<file path="src/vrt_pkg.sv">
// vrt_pkg: shared types and constants for the velocity rescale thermostat
// request/response payloads, register indexes, controller command and status
// no dependencies
`timescale 1ns / 1ps

package vrt_pkg;

   localparam int COUNT_BITS = 20;
   localparam int DIV_STEPS  = 65;
   localparam int SQRT_STEPS = 28;
   localparam int STEP_BITS  = $clog2(DIV_STEPS + 1);

   localparam logic [31:0] ONE_Q16     = 32'h0001_0000;
   localparam logic [23:0] TARGET_RST  = 24'h01_0000;

   localparam logic [1:0] CSR_TARGET_TEMP    = 2'd0;
   localparam logic [1:0] CSR_PARTICLE_COUNT = 2'd1;
   localparam logic [1:0] CSR_GROUP_MODE     = 2'd2;

   localparam logic OP_ACCUMULATE = 1'b0;
   localparam logic OP_SCALE      = 1'b1;

   typedef struct packed {
      logic        opcode;
      logic [19:0] particle_index;
      logic [31:0] vel_x;
      logic [31:0] vel_y;
      logic [15:0] mass;
   } req_type;

   typedef struct packed {
      logic [19:0] out_index;
      logic [31:0] scaled_vel_x;
      logic [31:0] scaled_vel_y;
      logic [47:0] vel_sq;
      logic        factor_error;
   } rsp_type;

   typedef struct packed {
      logic capture;
      logic square;
      logic sum;
      logic mul;
      logic resp_load;
      logic div1_load;
      logic div_step;
      logic div2_load;
      logic sqrt_load;
      logic sqrt_step;
      logic sqrt_last;
   } cmd_type;

   typedef struct packed {
      logic is_scale;
      logic factor_ready;
      logic temp_zero;
      logic rsp_free;
   } status_type;

endpackage

</file>
<file path="src/vrt_ctrl.sv">
// vrt_ctrl: sequencer for accumulate, factor computation and scale requests
// depends on vrt_pkg
`timescale 1ns / 1ps

module vrt_ctrl import vrt_pkg::*; (
   input  logic       clock,
   input  logic       reset,
   input  logic       req_valid,
   output logic       req_ready,
   input  status_type status,
   output cmd_type    cmd
);

   typedef enum logic [10:0] {
      ST_IDLE  = 11'b000_0000_0001,
      ST_SQ    = 11'b000_0000_0010,
      ST_SUM   = 11'b000_0000_0100,
      ST_MUL   = 11'b000_0000_1000,
      ST_RESP  = 11'b000_0001_0000,
      ST_PREP1 = 11'b000_0010_0000,
      ST_DIV1  = 11'b000_0100_0000,
      ST_PREP2 = 11'b000_1000_0000,
      ST_DIV2  = 11'b001_0000_0000,
      ST_PREP3 = 11'b010_0000_0000,
      ST_SQRT  = 11'b100_0000_0000
   } state_type;

   state_type            state_ff, state_in;
   logic [STEP_BITS-1:0] step_ff, step_in;
   logic                 last_step;

   assign last_step = (step_ff == STEP_BITS'(1));
   assign req_ready = (state_ff == ST_IDLE);

   always_comb begin
      state_in = state_ff;
      step_in  = step_ff;
      cmd      = '0;
      case (state_ff)
         ST_IDLE: begin
            if (req_valid) begin
               cmd.capture = 1'b1;
               state_in    = ST_SQ;
            end
         end
         ST_SQ: begin
            cmd.square = 1'b1;
            state_in   = ST_SUM;
         end
         ST_SUM: begin
            cmd.sum = 1'b1;
            if (status.is_scale && !status.factor_ready) state_in = ST_PREP1;
            else state_in = ST_MUL;
         end
         ST_PREP1: begin
            cmd.div1_load = 1'b1;
            step_in       = STEP_BITS'(DIV_STEPS);
            state_in      = ST_DIV1;
         end
         ST_DIV1: begin
            cmd.div_step = 1'b1;
            step_in      = step_ff - STEP_BITS'(1);
            if (last_step) state_in = ST_PREP2;
         end
         ST_PREP2: begin
            // zero temperature settles the factor right here
            cmd.div2_load = 1'b1;
            step_in       = STEP_BITS'(DIV_STEPS);
            if (status.temp_zero) state_in = ST_MUL;
            else state_in = ST_DIV2;
         end
         ST_DIV2: begin
            cmd.div_step = 1'b1;
            step_in      = step_ff - STEP_BITS'(1);
            if (last_step) state_in = ST_PREP3;
         end
         ST_PREP3: begin
            cmd.sqrt_load = 1'b1;
            step_in       = STEP_BITS'(SQRT_STEPS);
            state_in      = ST_SQRT;
         end
         ST_SQRT: begin
            cmd.sqrt_step = 1'b1;
            cmd.sqrt_last = last_step;
            step_in       = step_ff - STEP_BITS'(1);
            if (last_step) state_in = ST_MUL;
         end
         ST_MUL: begin
            cmd.mul  = 1'b1;
            state_in = ST_RESP;
         end
         ST_RESP: begin
            if (status.rsp_free) begin
               cmd.resp_load = 1'b1;
               state_in      = ST_IDLE;
            end
         end
         default: state_in = ST_IDLE;
      endcase
   end

   always_ff @(posedge clock) begin
      if (reset) begin
         state_ff <= ST_IDLE;
         step_ff  <= '0;
      end else begin
         state_ff <= state_in;
         step_ff  <= step_in;
      end
   end

   a_step_live: assert property (@(posedge clock) disable iff (reset)
      (cmd.div_step || cmd.sqrt_step) |-> (step_ff != '0))
      else $error("iteration step without count");
   a_capture_idle: assert property (@(posedge clock) disable iff (reset)
      cmd.capture |=> !req_ready)
      else $error("request taken while busy");
   a_resp_once: assert property (@(posedge clock) disable iff (reset)
      cmd.resp_load |=> req_ready)
      else $error("response load did not return to idle");

endmodule

</file>
<file path="config.mk">
export PLATFORM = sky130hd
export DESIGN_NAME = vrt_ctrl
export DESIGN_NICKNAME = d
export VERILOG_FILES = /design/src/vrt_pkg.sv /design/src/vrt_ctrl.sv
export SDC_FILE = /design/constraint.sdc
export NUM_CORES = 1
export LEC_CHECK = 0
export ABC_AREA = 1
export ABC_CLOCK_PERIOD_IN_PS = 2400
export BUFFER_PORTS_ARGS = -buffer_cell sky130_fd_sc_hd__buf_2
export CORE_UTILIZATION = 57
export CTS_CLUSTER_SIZE = 24
export DETAILED_ROUTE_END_ITERATION = 8
export GPL_TIMING_DRIVEN = 0
export PLACE_DENSITY = 0.8
export SYNTH_ARGS = -nofsm -noshare
export SYNTH_HDL_FRONTEND = slang
export SYNTH_SLANG_ARGS = --single-unit
</file>
<file path="constraint.sdc">
create_clock -name clock -period 2.4 [get_ports clock]
set_input_delay 0.6 -clock clock [delete_from_list [all_inputs] [get_ports clock]]
set_output_delay 0.6 -clock clock [all_outputs]
set_load 0.02 [all_outputs]
</file>
# Word-level counts from Yosys, hierarchy flattened
# Index checks and enable logic that the tools add are counted.
[word_totals]
register_bits = 18
inputBits = 7
output_inout_bits = 12
word_cells = 48
[op_classes]
addsub = 1
n_eq_ne = 17
mux = 21
n_reduce_logical = 7
[op_table]
columns = ["operator", "n"]
rows = [
  ["11-bit case mux with 11 select lines", 1],
  ["11-bit two-way mux", 5],
  ["7-bit case mux with 3 select lines", 1],
  ["11-bit by 1-bit == test with 1-bit output, second input constant", 1],
  ["11-bit by 10-bit == test with 1-bit output, second input constant", 1],
  ["11-bit == test, second input constant", 1],
  ["11-bit by 2-bit == test with 1-bit output, second input constant", 1],
  ["11-bit by 3-bit == test with 1-bit output, second input constant", 1],
  ["11-bit by 4-bit == test with 1-bit output, second input constant", 1],
  ["11-bit by 5-bit == test with 1-bit output, second input constant", 1],
  ["11-bit by 6-bit == test with 1-bit output, second input constant", 1],
  ["11-bit by 7-bit == test with 1-bit output, second input constant", 1],
  ["11-bit by 8-bit == test with 1-bit output, second input constant", 1],
  ["11-bit by 9-bit == test with 1-bit output, second input constant", 1],
  ["1-bit two-way mux", 11],
  ["2-bit != test, second input constant", 5],
  ["9-bit two-way mux", 1],
  ["7-bit by 1-bit == test with 1-bit output, second input constant", 1],
  ["7-bit by 1-bit subtractor with 7-bit output, second input constant", 1],
  ["6-bit two-way mux", 1],
  ["5-bit AND reduction", 1],
  ["2-bit OR reduction", 2],
  ["3-bit nonzero test", 1],
  ["3-bit OR reduction", 1],
  ["3 further kinds", 3],
]

# Longest topological paths before layout
[logic_depth]
depth_word = 4
ltp_mapped = 10
mapped_depth_nobuf = 10

# Least setup slack after synthesis
# Ideal clock, no wire load.
[synth_timing]
path_type = "register to output"
from = "register step_ff[3]"
to = "output port cmd[0] in the netlist's numbering"
arrival_time_ns = 1.081
t_required_ns = 1.800
slack_ns = 0.719
stages_incl_launch_ff = 6
path_buffers = 0
cell_sequence = "dfxtp_1 nor2_1 inv_1 nor2_1 nand3_2 nor2_1"
[synth_lines]
columns = ["element", "line_no", "rtl"]
rows = [
  ["start, declared", "vrt_ctrl.sv:29", "logic [STEP_BITS-1:0] step_ff, step_in;"],
  ["start signal, assigned", "vrt_ctrl.sv:108", "step_ff <= step_in;"],
  ["end, declared", "vrt_ctrl.sv:11", "output cmd_type cmd"],
]

==> flow_metrics.env <==
export IMPL_synth_edf_count=0
export IMPL_crit_fanout=4
export IMPL_finalHoldViolations=0
export IMPL_cts_max_level=1
export IMPL_status="completed"
export IMPL_netlist_top_cells_area="dfxtp_1 (30%), nand2_1 (15%), inv_1 (13%)"
export IMPL_num_io_pins=19
export IMPL_syn_area_mm2=0.00119
export IMPL_first_pass_iters=4
export IMPL_cts_hold_buffers=0
export IMPL_grt_pass1_wl_um=3830
export IMPL_die_w_um=47.8
export IMPL_vias=1177
export IMPL_postPlaceCellArea_mm2=0.00132
export IMPL_yosysWarningCount=0
export IMPL_post_cts_setup_buffers=0
export IMPL_initial_utilization_pct=60.8
export IMPL_cts_made_buffers=3
export IMPL_cts_sinks=18
export IMPL_postLayoutCoreUtil_pct=69.0
export IMPL_fin_nets=223
export IMPL_via_per_inst=4.90
export IMPL_yosys_area_top_type="dfxtp_1"
export IMPL_syn_area_per_cell_um2=6.25
export IMPL_p_clk_share_pct=19.6
export IMPL_clock_path_buffers=2
export IMPL_die_h_um=47.8
export IMPL_crit_path_start_kind="register"
export IMPL_tightestPinTransition_ns=0.486
export IMPL_ctsResizeCount=0
export IMPL_rows=16
export IMPL_ant_nets=0
export IMPL_grt_usage_pct=24.6
export IMPL_cts_root_buf="clkbuf_4"
export IMPL_antenna_found_initial=0
export IMPL_p_comb_share_pct=44.6
export IMPL_p_switching_mw=0.420
export IMPL_async_reset_ff_share_pct=0
export IMPL_area_growth_syn_to_layout_pct=13.4
export IMPL_core_mm2=0.00196
export IMPL_skew_ns=0.00823
export IMPL_finalCritPeriodShare_pct=90.7
export IMPL_cap_violations=0
export IMPL_p_per_area_mw_per_mm2=741
export IMPL_synthTopCellsByCount="nand2_1 (48), inv_1 (42), nor2_1 (24)"
export IMPL_grt_max_degree=11
export IMPL_dp_hpwl_um=2020
export IMPL_drt_wirelength_per_cell_um=10.6
export IMPL_fin_tns_setup_ns=0
export IMPL_drtIter0Drc=41
export IMPL_gp_congestion=0.811
export IMPL_grt_pass1_vias=925
export IMPL_port_buffers=18
export IMPL_min_period_ns=2.18
export IMPL_hp_class="in -> reg"
export IMPL_multi_input_area_um2=661
export IMPL_maxClockFrequency_mhz=460
export IMPL_syn_inst=191
export IMPL_cp_required_ns=1.80
export IMPL_syn_nets=200
export IMPL_n_fill_cell=197
export IMPL_crit_arrival_ns=1.58
export IMPL_rsz0062_at_grt="no"
export IMPL_seqPwrFrac_pct=35.9
export IMPL_drive_above_1_share_pct=19.2
export IMPL_synth_flop_cell="dfxtp_1"
export IMPL_synth_cell_types=27
export IMPL_slew_viol_final=0
export IMPL_insertion_delay_ns=0.31
export IMPL_endpoint_kind="output pin"
export IMPL_path_class="reg -> out"
export IMPL_drt_wl_total_um=2560
export IMPL_yosysTopAreaCellShare_pct=30.2
export IMPL_internal_power_mw=0.582
export IMPL_die_area_mm2=0.00228
export IMPL_drcViolationCount=0
export IMPL_diodes=0
export IMPL_synth_most_common_cell="nand2_1"
export IMPL_yosysSeqAreaShare_pct=30.2
export IMPL_setup_viol=0
export IMPL_fin_area_mm2=0.00135
export IMPL_cts_tree="done"
export IMPL_clkTransAtPathRegs_ns=0.11
export IMPL_p_leak_nw=0.798
export IMPL_max_slew_margin_pct=67.6
export IMPL_seqCellArea_um2=360
export IMPL_ys_seq_elements=18
export IMPL_grt_overflow_total=0
export IMPL_peakVddDrop_mv=0.508
export IMPL_switching_share_pct=41.9
[path summary, 6_finish.rpt]
check	cells past startpoint	slack [ns]	startpoint	endpoint
setup / recovery	6	0.22	state_ff[0]	cmd[2]
hold / removal	2	0.47	reset	state_ff[5]
setup reg to reg	9	0.83	state_ff[9]	state_ff[0]
hold reg to reg	2	0.49	step_ff[5]	step_ff[5]
[layout make-up]
type,count,area share (%)
clock buffer,4,2.68
timing repair buffer,18,6.65
multi-input combinational,128,48.8
buffer,2,0.832
tap,27,2.50
inverter,43,11.9
sequential,18,26.6
[flip-flops by register name (all words and copies together) (netlist names)]
register	flops
step_ff	7
state_ff	11
[metrics by stage]
step	setup slack, ns	instances	hold slack [ns]	total power [mW]
CTS	0.226	240	0.476	1.00
global route	0.104	240	0.499	1.07
finish	0.224	240	0.473	1.00
floorplan	0.719	191	0.452	0.719
global placement	0.623	236	0.466	0.799
detailed placement	0.566	236	0.479	0.811
[critical path, cell delays in order, from the launching register on]
cell     delay, ns
dfxtp_1       0.34
nor2_2        0.18
nand2_2       0.14
nor2_4        0.14
nand2_1       0.14
inv_1         0.15
buf_2         0.19
[kinds of logic after synthesis]
family,count (synthesis),share of synthesized area [%]
flip-flops,18,30.2
adder cells (fa/ha/maj),2,2.10
buffers and inverters,45,14.5
XOR/XNOR,4,2.94
AND/OR/NAND/NOR,103,41.2
AO/OA/AOI/OAI,19,9.12
[layer usage]
metal	global-route usage, %	vias to the layer above	part of all wire, %	wire length (um)
li1	-	615	-	-
met3	2.26	5	3.6	92
met4	13.3	0	2.1	54
met1	30.7	525	46	1180
met5	0	-	0	0
met2	41.6	32	48	1230
[power groups by stage]
stage | sequential, mW | combinational, mW | clock, mW
2_1_floorplan | 0.362 | 0.358 | 0
3_3_place_gp | 0.365 | 0.434 | 0
3_5_place_dp | 0.367 | 0.444 | 0
4_1_cts | 0.360 | 0.447 | 0.195
5_1_grt | 0.366 | 0.504 | 0.200
6_report | 0.360 | 0.447 | 0.196
[cells in the final DEF (no fill, tap or decap)]
| cell type | n |
|---|---|
| buf_2 | 18 |
| inv_1 | 42 |
| clkbuf_4 | 3 |
| nor2_2 | 3 |
| a21oi_1 | 12 |
| nand2_1 | 48 |
| nand3_2 | 1 |
| nand3b_4 | 1 |
| buf_4 | 1 |
| o21ai_0 | 3 |
| o21ai_2 | 1 |
| nand2_4 | 1 |
| nand3_1 | 11 |
| nand3b_1 | 1 |
| xor2_1 | 3 |
| clkbuf_8 | 1 |
| dfxtp_1 | 18 |
| a21oi_2 | 2 |
| or2_0 | 1 |
| nand2_2 | 3 |
| nor2_1 | 24 |
| or2_2 | 1 |
| nor3_1 | 2 |
| nor2_4 | 4 |
| a21boi_0 | 1 |
| ha_1 | 2 |
| clkbuf_1 | 1 |
| xnor2_1 | 1 |
| inv_2 | 1 |
| nand4_1 | 2 |
No activity file was read; power rests on OpenSTA's default activity.
